File: src/sv/sha1_pkg.sv
// ----------------------------------------------------------------------------
// SHA-1 package
// Shared types, state encoding and constants of the SHA-1 hash engine.
// ----------------------------------------------------------------------------
package sha1_pkg;

	localparam int QueueDepth = 2;

	localparam logic [2:0] MaxBytes = 3'd4;
	localparam logic [2:0] LastDigestIdx = 3'd4;
	localparam logic [5:0] LenPos = 6'd56;
	localparam logic [6:0] BlockBytes = 7'd64;
	localparam logic [6:0] LastRound = 7'd79;
	localparam logic [7:0] MarkByte = 8'h80;

	localparam logic [31:0] K0 = 32'h5a827999;
	localparam logic [31:0] K1 = 32'h6ed9eba1;
	localparam logic [31:0] K2 = 32'h8f1bbcdc;
	localparam logic [31:0] K3 = 32'hca62c1d6;

	localparam logic [4:0][31:0] HInit = {
		32'hc3d2e1f0, 32'h10325476, 32'h98badcfe, 32'hefcdab89, 32'h67452301
	};

	typedef struct packed {
		logic [31:0] data_word;
		logic [2:0]  valid_bytes;
		logic        last_word;
	} sha1_msg_t;

	typedef struct packed {
		logic [31:0] digest_word;
		logic [2:0]  word_index;
		logic        digest_last;
	} sha1_dig_t;

	typedef struct packed {
		logic [31:0] data;
		logic [2:0]  nbytes;
		logic        last;
	} sha1_item_t;

	typedef enum logic [2:0] {
		ST_IDLE,
		ST_DATA,
		ST_MARK,
		ST_PAD,
		ST_LEN,
		ST_ROUND,
		ST_FOLD,
		ST_OUT
	} sha1_state_t;

endpackage

File: src/sv/sha1_front.sv
// ----------------------------------------------------------------------------
// SHA-1 front end
// Accepts message words, clamps the byte count and queues them for the core.
// ----------------------------------------------------------------------------
module sha1_front import sha1_pkg::*; #(
	parameter int QUEUE_DEPTH = QueueDepth
) (
	input  logic       clk,
	input  logic       arst_n,
	input  logic       msg_valid,
	output logic       msg_ready,
	input  sha1_msg_t  msg,
	output logic       item_valid,
	input  logic       item_ready,
	output sha1_item_t item
);

	localparam int PW = (QUEUE_DEPTH > 1) ? $clog2(QUEUE_DEPTH) : 1;
	localparam int CW = $clog2(QUEUE_DEPTH + 1);

	sha1_item_t mem_q [QUEUE_DEPTH];
	logic [PW-1:0] wr_q;
	logic [PW-1:0] rd_q;
	logic [CW-1:0] cnt_q;
	sha1_item_t cls;
	logic push;
	logic pop;

	always_comb begin
		cls.data = msg.data_word;
		cls.nbytes = (msg.valid_bytes > MaxBytes) ? MaxBytes : msg.valid_bytes;
		cls.last = msg.last_word;
	end

	assign msg_ready = (cnt_q != CW'(QUEUE_DEPTH));
	assign item_valid = (cnt_q != '0);
	assign item = mem_q[rd_q];
	assign push = msg_valid && msg_ready;
	assign pop = item_valid && item_ready;

	always_ff @(posedge clk) begin
		if (push) begin
			mem_q[wr_q] <= cls;
		end
	end

	always_ff @(posedge clk or negedge arst_n) begin
		if (!arst_n) begin
			wr_q <= '0;
			rd_q <= '0;
			cnt_q <= '0;
		end else begin
			if (push) begin
				wr_q <= (wr_q == PW'(QUEUE_DEPTH - 1)) ? '0 : PW'(wr_q + 1'b1);
			end
			if (pop) begin
				rd_q <= (rd_q == PW'(QUEUE_DEPTH - 1)) ? '0 : PW'(rd_q + 1'b1);
			end
			if (push && !pop) begin
				cnt_q <= CW'(cnt_q + 1'b1);
			end else if (pop && !push) begin
				cnt_q <= CW'(cnt_q - 1'b1);
			end
		end
	end

endmodule

File: src/sv/sha1_back.sv
// ----------------------------------------------------------------------------
// SHA-1 core
// Packs bytes into the block buffer, pads, runs the 80 rounds and emits the
// digest words.
// ----------------------------------------------------------------------------
module sha1_back import sha1_pkg::*; (
	input  logic       clk,
	input  logic       arst_n,
	input  logic       item_valid,
	output logic       item_ready,
	input  sha1_item_t item,
	output logic       dig_valid,
	input  logic       dig_ready,
	output sha1_dig_t  dig
);

	sha1_state_t state_q;
	sha1_state_t state_d;
	sha1_state_t ret_q;
	sha1_state_t ret_d;
	sha1_state_t after;

	logic [511:0]      sched_q;
	logic [4:0][31:0]  work_q;
	logic [4:0][31:0]  chain_q;
	logic [63:0]       bit_len_q;
	logic [5:0]        pos_q;
	logic [6:0]        round_q;
	logic [2:0]        idx_q;
	logic [31:0]       data_q;
	logic [2:0]        nb_q;
	logic              last_q;

	logic [6:0]  room;
	logic [2:0]  put_n;
	logic [31:0] put_val;
	logic        fill;
	logic        take;
	logic        dig_done;
	logic [31:0] f;
	logic [31:0] k;
	logic [31:0] tmp;
	logic [31:0] wx;
	logic [31:0] w_next;

	assign room = BlockBytes - {1'b0, pos_q};
	assign take = item_valid && item_ready;
	assign dig_done = dig_valid && dig_ready && (idx_q == LastDigestIdx);

	always_comb begin
		after = state_q;
		put_n = '0;
		put_val = '0;
		item_ready = 1'b0;
		dig_valid = 1'b0;
		unique case (state_q)
			ST_IDLE: begin
				item_ready = 1'b1;
				if (item_valid) begin
					if (item.nbytes != '0) begin
						after = ST_DATA;
					end else if (item.last) begin
						after = ST_MARK;
					end else begin
						after = ST_IDLE;
					end
				end
			end
			ST_DATA: begin
				put_n = ({4'b0, nb_q} > room) ? room[2:0] : nb_q;
				put_val = data_q;
				if (nb_q == put_n) begin
					after = last_q ? ST_MARK : ST_IDLE;
				end else begin
					after = ST_DATA;
				end
			end
			ST_MARK, ST_PAD: begin
				put_n = 3'd1;
				put_val = (state_q == ST_MARK) ? {MarkByte, 24'b0} : '0;
				after = (6'(pos_q + 6'd1) == LenPos) ? ST_LEN : ST_PAD;
			end
			ST_LEN: begin
				put_n = 3'd1;
				put_val = {bit_len_q[63:56], 24'b0};
				after = (&pos_q) ? ST_OUT : ST_LEN;
			end
			ST_ROUND: begin
				after = (round_q == LastRound) ? ST_FOLD : ST_ROUND;
			end
			ST_FOLD: begin
				after = ret_q;
			end
			ST_OUT: begin
				dig_valid = 1'b1;
				after = (dig_ready && (idx_q == LastDigestIdx)) ? ST_IDLE : ST_OUT;
			end
			default: begin
				after = ST_IDLE;
			end
		endcase
		fill = (put_n != '0) && (({1'b0, pos_q} + {4'b0, put_n}) == BlockBytes);
		ret_d = ret_q;
		if (fill) begin
			state_d = ST_ROUND;
			ret_d = after;
		end else begin
			state_d = after;
		end
	end

	always_comb begin
		if (round_q < 7'd20) begin
			f = (work_q[1] & work_q[2]) | (~work_q[1] & work_q[3]);
			k = K0;
		end else if (round_q < 7'd40) begin
			f = work_q[1] ^ work_q[2] ^ work_q[3];
			k = K1;
		end else if (round_q < 7'd60) begin
			f = (work_q[1] & work_q[2]) | (work_q[1] & work_q[3]) | (work_q[2] & work_q[3]);
			k = K2;
		end else begin
			f = work_q[1] ^ work_q[2] ^ work_q[3];
			k = K3;
		end
		tmp = {work_q[0][26:0], work_q[0][31:27]} + f + work_q[4] + sched_q[511:480] + k;
		wx = sched_q[95:64] ^ sched_q[255:224] ^ sched_q[447:416] ^ sched_q[511:480];
		w_next = {wx[30:0], wx[31]};
	end

	assign dig.digest_word = chain_q[idx_q];
	assign dig.word_index = idx_q;
	assign dig.digest_last = (idx_q == LastDigestIdx);

	always_ff @(posedge clk) begin
		if (take) begin
			data_q <= item.data;
			nb_q <= item.nbytes;
			last_q <= item.last;
		end
		if (put_n != '0) begin
			data_q <= data_q << {put_n, 3'b0};
			nb_q <= nb_q - put_n;
			case (put_n)
				3'd1: sched_q <= {sched_q[503:0], put_val[31:24]};
				3'd2: sched_q <= {sched_q[495:0], put_val[31:16]};
				3'd3: sched_q <= {sched_q[487:0], put_val[31:8]};
				3'd4: sched_q <= {sched_q[479:0], put_val};
				default: sched_q <= sched_q;
			endcase
		end
		if (fill) begin
			work_q <= chain_q;
		end
		if (state_q == ST_ROUND) begin
			sched_q <= {sched_q[479:0], w_next};
			work_q <= {work_q[3], work_q[2], {work_q[1][1:0], work_q[1][31:2]}, work_q[0], tmp};
		end
	end

	always_ff @(posedge clk or negedge arst_n) begin
		if (!arst_n) begin
			state_q <= ST_IDLE;
			ret_q <= ST_IDLE;
		end else begin
			state_q <= state_d;
			ret_q <= ret_d;
		end
	end

	always_ff @(posedge clk or negedge arst_n) begin
		if (!arst_n) begin
			chain_q <= HInit;
			bit_len_q <= '0;
			pos_q <= '0;
			round_q <= '0;
			idx_q <= '0;
		end else begin
			if (put_n != '0) begin
				pos_q <= pos_q + {3'b0, put_n};
			end
			if (state_q == ST_DATA) begin
				bit_len_q <= bit_len_q + {58'b0, put_n, 3'b0};
			end else if (state_q == ST_LEN) begin
				bit_len_q <= {bit_len_q[55:0], 8'b0};
			end
			if (fill) begin
				round_q <= '0;
			end else if (state_q == ST_ROUND) begin
				round_q <= round_q + 7'd1;
			end
			if (state_q == ST_FOLD) begin
				for (int i = 0; i < 5; i++) begin
					chain_q[i] <= chain_q[i] + work_q[i];
				end
			end
			if (dig_valid && dig_ready) begin
				if (dig_done) begin
					idx_q <= '0;
					chain_q <= HInit;
					bit_len_q <= '0;
					pos_q <= '0;
				end else begin
					idx_q <= idx_q + 3'd1;
				end
			end
		end
	end

endmodule

File: src/sv/sha1_hash_engine.sv
// ----------------------------------------------------------------------------
// SHA-1 hash engine
// Hashes a byte stream given as big-endian words and returns the five digest
// words of each message.
// ----------------------------------------------------------------------------
// Message words enter through a short queue, so the source can keep writing
// while the core is busy. The core takes a word from the queue in its idle
// state and then packs its bytes in the data state; when the word straddles a
// block boundary, the block is compressed before the rest of the word is
// packed. Every 64-byte block is compressed in 80 rounds, and the result is
// then folded into the chaining words. A last word adds the 0x80 marker and
// zero padding up to byte 56, the eight length bytes, one more compression
// (two when the padding spills into an extra block) and five transactions
// on the digest channel.
module sha1_hash_engine import sha1_pkg::*; #(
	parameter int QUEUE_DEPTH = QueueDepth
) (
	input  logic      clk,
	input  logic      arst_n,
	input  logic      msg_valid,
	output logic      msg_ready,
	input  sha1_msg_t msg,
	output logic      dig_valid,
	input  logic      dig_ready,
	output sha1_dig_t dig
);

	logic       item_valid;
	logic       item_ready;
	sha1_item_t item;

	sha1_front #(
		.QUEUE_DEPTH(QUEUE_DEPTH)
	) u_front (
		.clk(clk),
		.arst_n(arst_n),
		.msg_valid(msg_valid),
		.msg_ready(msg_ready),
		.msg(msg),
		.item_valid(item_valid),
		.item_ready(item_ready),
		.item(item)
	);

	sha1_back u_back (
		.clk(clk),
		.arst_n(arst_n),
		.item_valid(item_valid),
		.item_ready(item_ready),
		.item(item),
		.dig_valid(dig_valid),
		.dig_ready(dig_ready),
		.dig(dig)
	);

endmodule
File: config.mk
export PLATFORM = sky130hd
export DESIGN_NAME = sha1_hash_engine
export DESIGN_NICKNAME = d
export VERILOG_FILES = /design/src/sv/sha1_pkg.sv /design/src/sv/sha1_front.sv /design/src/sv/sha1_back.sv /design/src/sv/sha1_hash_engine.sv
export SDC_FILE = /design/constraint.sdc
export NUM_CORES = 2
export LEC_CHECK = 0
export ABC_CLOCK_PERIOD_IN_PS = 36200
export CELL_PAD_IN_SITES_DETAIL_PLACEMENT = 1
export CELL_PAD_IN_SITES_GLOBAL_PLACEMENT = 2
export CORE_MARGIN = 1
export CORE_UTILIZATION = 41
export CTS_CLUSTER_SIZE = 30
export DETAILED_ROUTE_END_ITERATION = 8
export DONT_BUFFER_PORTS = 1
export PLACE_DENSITY_LB_ADDON = 0.1
export SYNTH_ARGS = -nofsm -noshare
export SYNTH_HDL_FRONTEND = slang
export SYNTH_SLANG_ARGS = --single-unit
File: constraint.sdc
create_clock -name clk -period 36.2 [get_ports clk]
set_input_delay 1.81 -clock clk [delete_from_list [all_inputs] [get_ports clk]]
set_output_delay 1.81 -clock clk [all_outputs]
set_load 0.01 [all_outputs]
# [After elaboration in Yosys (flattened, before gate mapping)]
# Memories as Yosys holds them, arrays and structs flattened.
# Cells that the tools add are included.
[classes] addsub=21 n_mul=0 div=0 magnitude_cmp=6 n_eq_ne=17 n_shift=1 n_mux=54 bitwise_logic=13 reduce_logical=23
[op_table] operator="512-bit one-hot mux with 4 select lines" count=1
[op_table] operator="512-bit 2-to-1 mux" count=2
[op_table] operator="160-bit 2-to-1 mux" count=5
[op_table] operator="32-bit adder" count=9
[op_table] operator="32-bit 2-to-1 mux" count=9
[op_table] operator="64-bit 2-to-1 mux" count=4
[op_table] operator="32-bit bitwise XOR" count=5
[op_table] operator="32-bit bitwise AND" count=4
[op_table] operator="32-bit binary-select mux with 3-bit select" count=1
[op_table] operator="32-bit OR" count=3
[op_table] operator="32-bit one-hot mux with 3 select lines" count=1
[op_table] operator="64-bit by 6-bit adder with 64-bit output" count=1
[op_table] operator="3-bit 2-to-1 mux" count=11
[op_table] operator="32-bit inverter" count=1
[op_table] operator="32-bit by 6-bit left shift with 32-bit output" count=1
[op_table] operator="31-bit 2-to-1 mux" count=1
[op_table] operator="3-bit one-hot mux with 7 select lines" count=1
[op_table] operator="3-bit == test, second input constant" count=6
[op_table] operator="6-bit 2-to-1 mux" count=3
[op_table] operator="7-bit == test, second input constant" count=2
[op_table] operator="7-bit by 6-bit < comparator with 1-bit output, second input constant" count=2
[op_table] operator="7-bit 2-to-1 mux" count=2
[op_table] operator="3-bit by 2-bit == test with 1-bit output, second input constant" count=4
[op_table] operator="2-bit 2-to-1 mux" count=6
[op_table] operator="other kinds (30)" count=50
[word_totals] register_bits=958 latch_bits=0 mem_bits_rw=72 romBits=0 inputBits=40 wordCells=159 mem_count=1
[mem_list] memory="u_front.mem_q" words=2 word_bits=36 read_ports=1 rd_ports_with_merged_regs=0 write_ports=1 line_no="sha1_front.sv:21" text="sha1_item_t mem_q [QUEUE_DEPTH];"

# [Depth between registers and ports, before layout]
[depth] depth_word=11 mapped_depth=29 mapped_depth_nobuf=27

# [Hierarchy]
# Synthesis repeated with hierarchy kept, for this count alone.
[hier_totals] cells_unflattened=7053 area_unflattened_um2=67394.6
[modules_own_cells] mod="sha1_back" instances=1 cells_each=6920 area_each_um2=64436.8 seq_area_each_um2=27516.4
[modules_own_cells] mod="sha1_front" instances=1 cells_each=133 area_each_um2=2957.8 seq_area_each_um2=2262.2

# [Worst setup path before layout]
# OpenSTA, ideal clock, no wires.
[synth_timing] kind="register -> register" start="register u_back.pos_q[0]" end="register u_back.sched_q[0], enable pin" setup_ns=1.557 arrival_time_ns=27.628 setup_slack_ns=7.015 path_stages_with_launch=16 path_buffers=3 path_cell_list="dfrtp_1 inv_1 ha_1 xor2_1 ha_1 nand3_1 nand3_1 a211oi_2 mux2i_1 a21oi_1 nor2_1 nor2_1 buf_2 buf_2 buf_1 o2111ai_1"
[synth_between] elab_chain_cells=7 word_cells_on_any_way=12 classes_between="add/sub (1); order compare (1); eq/ne (4); mux (2); reduce/logical (4)"
[synth_lines] element="start: declaration" line_no="sha1_back.sv:27" text="logic [5:0] pos_q;"
[synth_lines] element="start signal: assignment" line_no="sha1_back.sv:180" text="pos_q <= pos_q + {3'b0, put_n};"
[synth_lines] element="7-bit by 6-bit subtractor with 7-bit output *" line_no="sha1_back.sv:46" text="assign room = BlockBytes - {1'b0, pos_q};"
[synth_lines] element="3-bit by 7-bit > comparator with 1-bit output" line_no="sha1_back.sv:70" text="put_n = ({4'b0, nb_q} > room) ? room[2:0] : nb_q;"
[synth_lines] element="3-bit 2-to-1 mux *" line_no="sha1_back.sv:70"
[synth_lines] element="3-bit one-hot mux with 2 select lines *" line_no="sha1_back.sv:56" text="unique case (state_q)"
[synth_lines] element="3-bit by 1-bit == test with 1-bit output, or another cell as far along" line_no="sha1_back.sv:144" text="case (put_n)"
[synth_lines] element="5-bit nonzero test (no line) or 2-bit nonzero test (tied branches)"
[synth_lines] element="2-bit AND reduction (no line) *"
[synth_lines] element="end signal: assignment" line_no="sha1_back.sv:145" text="3'd1: sched_q <= {sched_q[503:0], put_val[31:24]};"
[synth_lines] element="end signal: assignment" line_no="sha1_back.sv:146" text="3'd2: sched_q <= {sched_q[495:0], put_val[31:16]};"
[synth_lines] element="end signal: assignment" line_no="sha1_back.sv:147" text="3'd3: sched_q <= {sched_q[487:0], put_val[31:8]};"
[synth_lines] element="end: declaration" line_no="sha1_back.sv:23" text="logic [511:0] sched_q;"
# Mark *: on every way between the ends. The rest lies on a longest branch, timed or not.
# A chain may end at the register's enable or synchronous reset.

# [Worst setup path after layout]
[layout_timing] start="register u_back.pos_q[0]" end="register u_back.bit_len_q[63]"
[layout_between] elab_chain_cells=8
[layout_lines] element="7-bit by 6-bit subtractor with 7-bit output *" line_no="sha1_back.sv:46"
[layout_lines] element="3-bit by 7-bit > comparator with 1-bit output" line_no="sha1_back.sv:70"
[layout_lines] element="3-bit 2-to-1 mux *" line_no="sha1_back.sv:70"
[layout_lines] element="3-bit one-hot mux with 2 select lines *" line_no="sha1_back.sv:56"
[layout_lines] element="64-bit by 6-bit adder with 64-bit output *" line_no="sha1_back.sv:183" text="bit_len_q <= bit_len_q + {58'b0, put_n, 3'b0};"
[layout_lines] element="64-bit 2-to-1 mux *" line_no="sha1_back.sv:182" text="if (state_q == ST_DATA) begin"
[layout_lines] element="64-bit 2-to-1 mux" line_no="sha1_back.sv:198" text="if (dig_done) begin"
[layout_lines] element="64-bit 2-to-1 mux *" line_no="sha1_back.sv:197" text="if (dig_valid && dig_ready) begin"
[layout_lines] element="end signal: assignment" line_no="sha1_back.sv:183"
[layout_lines] element="end signal: assignment" line_no="sha1_back.sv:185" text="bit_len_q <= {bit_len_q[55:0], 8'b0};"
[layout_lines] element="end: declaration" line_no="sha1_back.sv:26" text="logic [63:0] bit_len_q;"
# Marks and branches as above.

==> flow_summary.json <==
{
  "status": "complete, no violations",
  "clock.fmax_mhz": 122.1,
  "io_buffers": 0,
  "mostFrequentLayoutCell": "nand2_1",
  "setup_tns_ns": 0,
  "antenna_found_initial": 3,
  "cp.arrival_ns": 8.91,
  "r2r_end": "u_back.bit_len_q[63]",
  "worst_setup_path_end_kind": "flip-flop",
  "start_util_pct": 41.41,
  "drt-pass1-iter-count": 5,
  "hold_path_end": "u_back.chain_q[32]",
  "p_clk_share_pct": 50.3,
  "cp_data_required_time_ns": 36.92,
  "ctsHoldBuffers": 0,
  "rows": 148,
  "numCtsBuffers": 135,
  "fillers": 19009,
  "initialDrtViolationCount": 4368,
  "synth_edf_count": 780,
  "hp-start": "u_back.chain_q[32]",
  "p_switching_uw": 603.0,
  "synthArstFlopShare_pct": 24.27,
  "p_seq_share_pct": 48.4,
  "cp_max_fo": 134,
  "worst_pin_slew_ns": 1.312,
  "power_uw": 2671,
  "root_buffer": "clkbuf_16",
  "io_pins": 78,
  "ff2ff_setup_slack_ns": 28.01,
  "wl_um": 228700,
  "synthCells": 7939,
  "grt_usage_pct": 27.05,
  "critPathTopFamily": "simple AND/OR/NAND/NOR gates",
  "synth-main-ff-cell": "edfxtp_1",
  "r2r-start": "u_back.pos_q[0]",
  "drt.antenna.violating_nets": 0,
  "yosysUniqueCellTypes": 84,
  "pwr-share-comb_pct": 1.3,
  "grt_pass1_wl_um": 360200,
  "fp.dieW_um": 407.9,
  "rsz0062_at_grt": "no",
  "clock_latency_ns": 0.81,
  "ys_warn_count": 0,
  "syn2layout_area_growth_pct": 8.538,
  "power_leakage_uw": 0.02987,
  "peakVddDrop_uv": 51.93,
  "crit_buf_inv": 4,
  "cts.sinks": 1030,
  "diodes": 0,
  "slew_viol_final": 0,
  "period_minus_slack_ns": 8.190,
  "dp_hpwl_um": 148500,
  "hp-class": "flip-flop to flip-flop",
  "skew_ns": 0.02528,
  "wl_per_cell_um": 23.05,
  "multiInputGateArea_sq_um": 35060,
  "grt_start_max_net_pins": 251,
  "drc": 0,
  "synthesis.nets": 8342,
  "syn_area_per_cell_sq_um": 8.510,
  "slowest_stage": "a211oi_2",
  "cts_resized": 0,
  "overflow": 0,
  "setup_viol": 0,
  "clk_path_buf_depth": 3,
  "rr_worst_depth": 26,
  "powerDensity_nw_per_um2": 36.42,
  "dieArea_sq_um": 166400,
  "core_area_sq_um": 163100,
  "critical_path_class": "flip-flop to flip-flop",
  "vias": 58420,
  "h-tree-depth": 4,
  "nets": 8036,
  "seq_area_sq_um": 29790,
  "path_clk_slew_ns": 0.06,
  "ys_seq_area_share_pct": 44.08,
  "drive_gt1_share_pct": 5.022,
  "start_kind": "flip-flop",
  "vias_per_cell": 5.889,
  "synth-seq-cells": 1030,
  "grt_pass1_vias": 59812,
  "gp_congestion": 0.8701,
  "netlist_area_sq_um": 67560,
  "maxCapViolCount": 0,
  "final_cell_mix": "nand2_1, a21oi_1, edfxtp_1",
  "swShare_pct": 22.58,
  "period_share_pct": 22.62,
  "slew_headroom_pct": 12.22,
  "intPower_uw": 2067,
  "cp.depth": 26,
  "dieHeight_um": 407.9,
  "final_hold_viol_count": 0,
  "slowest_delay_ns": 0.77,
  "holdPathStages": 2,
  "cts_setup_buffers": 0,
  "cts_tree": "built"
}
## cell usage after synthesis (all sizes together), types with 8 or more instances
| library cell | count | area [sq um] |
|---|---|---|
| nand2 | 2185 | 8202 |
| a21oi | 1300 | 6506 |
| edfxtp | 780 | 23420 |
| o21ai | 726 | 3633 |
| clkbuf | 387 | 1453 |
| nor2 | 327 | 1245 |
| ha | 236 | 2953 |
| inv | 214 | 803.3 |
| xnor2 | 190 | 1664 |
| dfrtp | 170 | 4254 |
| fa | 127 | 2542 |
| buf | 126 | 588.1 |
| mux2i | 120 | 1201 |
| xor2 | 84 | 735.7 |
| dfstp | 80 | 2102 |
| nand3 | 77 | 390.4 |
| a21o | 74 | 555.5 |
| a211oi | 69 | 523.0 |
| nor3 | 68 | 355.3 |
| o211ai | 66 | 495.5 |
| o22ai | 57 | 356.6 |
| and3 | 45 | 281.5 |
| nor2b | 45 | 281.5 |
| a31oi | 33 | 206.5 |
| o21a | 31 | 232.7 |
| nand2b | 30 | 187.7 |
| nand4 | 25 | 156.4 |
| or3 | 23 | 143.9 |
| o32ai | 22 | 192.7 |
| a221oi | 21 | 183.9 |
| o21bai | 21 | 157.7 |
| a2111oi | 16 | 140.1 |
| a22oi | 16 | 120.1 |
| a311oi | 14 | 140.1 |
| o31ai | 14 | 105.1 |
| and2 | 10 | 62.56 |
| o221ai | 10 | 87.58 |
| o32a | 8 | 80.08 |
| or2 | 8 | 50.05 |
## cell type report
| class | count | share of cell area, % |
|---|---|---|
| clock buffer | 177 | 4.960 |
| clock inverter | 73 | 0.9283 |
| inverter | 216 | 1.116 |
| multi-input combinational | 6180 | 47.81 |
| sequential | 1030 | 40.62 |
| tap | 2175 | 3.711 |
| timing repair buffer | 70 | 0.8532 |
## through the flow
stage / worst slack (ns) / cells / hold WS (ns) / cell area, sq um / util [%]
6_report: 28.01 / 9921 / 0.5047 / 73330 / 44.95
5_1_grt: 27.28 / 9921 / 0.5286 / 73330 / 44.95
4_1_cts: 27.95 / 9921 / 0.5093 / 73330 / 44.95
3_5_place_dp: 27.98 / 9671 / 0.4980 / 69010 / 42.30
3_3_place_gp: 28.32 / 9671 / 0.4895 / 69010 / 42.30
2_1_floorplan: 7.015 / 7939 / 0.4608 / 67560 / -
## how the worst max path moves through the flow
stage / from / end / slack, ns
final: u_back.pos_q[0] / u_back.bit_len_q[63] / 28.01
after global placement: u_back.pos_q[0] / u_back.bit_len_q[63] / 28.32
after CTS: u_back.pos_q[0] / u_back.bit_len_q[63] / 27.95
after global routing: u_back.pos_q[0] / u_back.bit_len_q[55] / 27.28
after floorplan: u_back.pos_q[0] / u_back.sched_q[0] / 7.02
after detailed placement: u_back.pos_q[0] / u_back.bit_len_q[63] / 27.98
## power groups by stage
| stage | sequential (uW) | combinational [uW] | clock (uW) |
|---|---|---|---|
| floorplan | 1310 | 22.8 | 0 |
| global placement | 1320 | 34.0 | 0 |
| detailed placement | 1320 | 35.1 | 0 |
| CTS | 1290 | 35.2 | 1370 |
| global route | 1290 | 38.1 | 1410 |
| finish | 1290 | 34.8 | 1340 |
## worst min-delay path, stage by stage, from the launching register on
cell	delay [ns]
dfstp_2	0.38
nand2_1	0.05
nand3_1	0.06
## kinds of logic (layout without fill, tap and decap cells)
group           after synthesis  count (layout)  share of synthesized area (%)
buf+inv                     729             536                          4.221
mux                         125             125                          1.878
compound gates             2556            2556                          21.09
xor+xnor                    274             274                          3.552
simple gates               2862            2862                          17.05
flops                      1030            1030                          44.08
fa+ha+maj                   363             363                          8.134
## per-layer routing
layer	track usage (%)	share of wire, %
met2	42.29	46
met4	7.985	2.7
met5	0	0.0057
met1	39.32	48
met3	2.951	3.8
## state kept, by name, summed over array words and instances, names as in the netlist
register	count
u_back.sched_q	512
u_front.cnt_q	2
u_back.idx_q	3
u_back.work_q	160
u_back.data_q	32
u_back.nb_q	3
u_back.state_q	3
u_back.bit_len_q	64
u_back.ret_q	3
u_back.round_q	7
u_front.mem_q	72
u_front.wr_q	1
u_back.chain_q	160
u_back.last_q	1
u_back.pos_q	6
u_front.rd_q	1
Power figures use the tool's default switching activity.
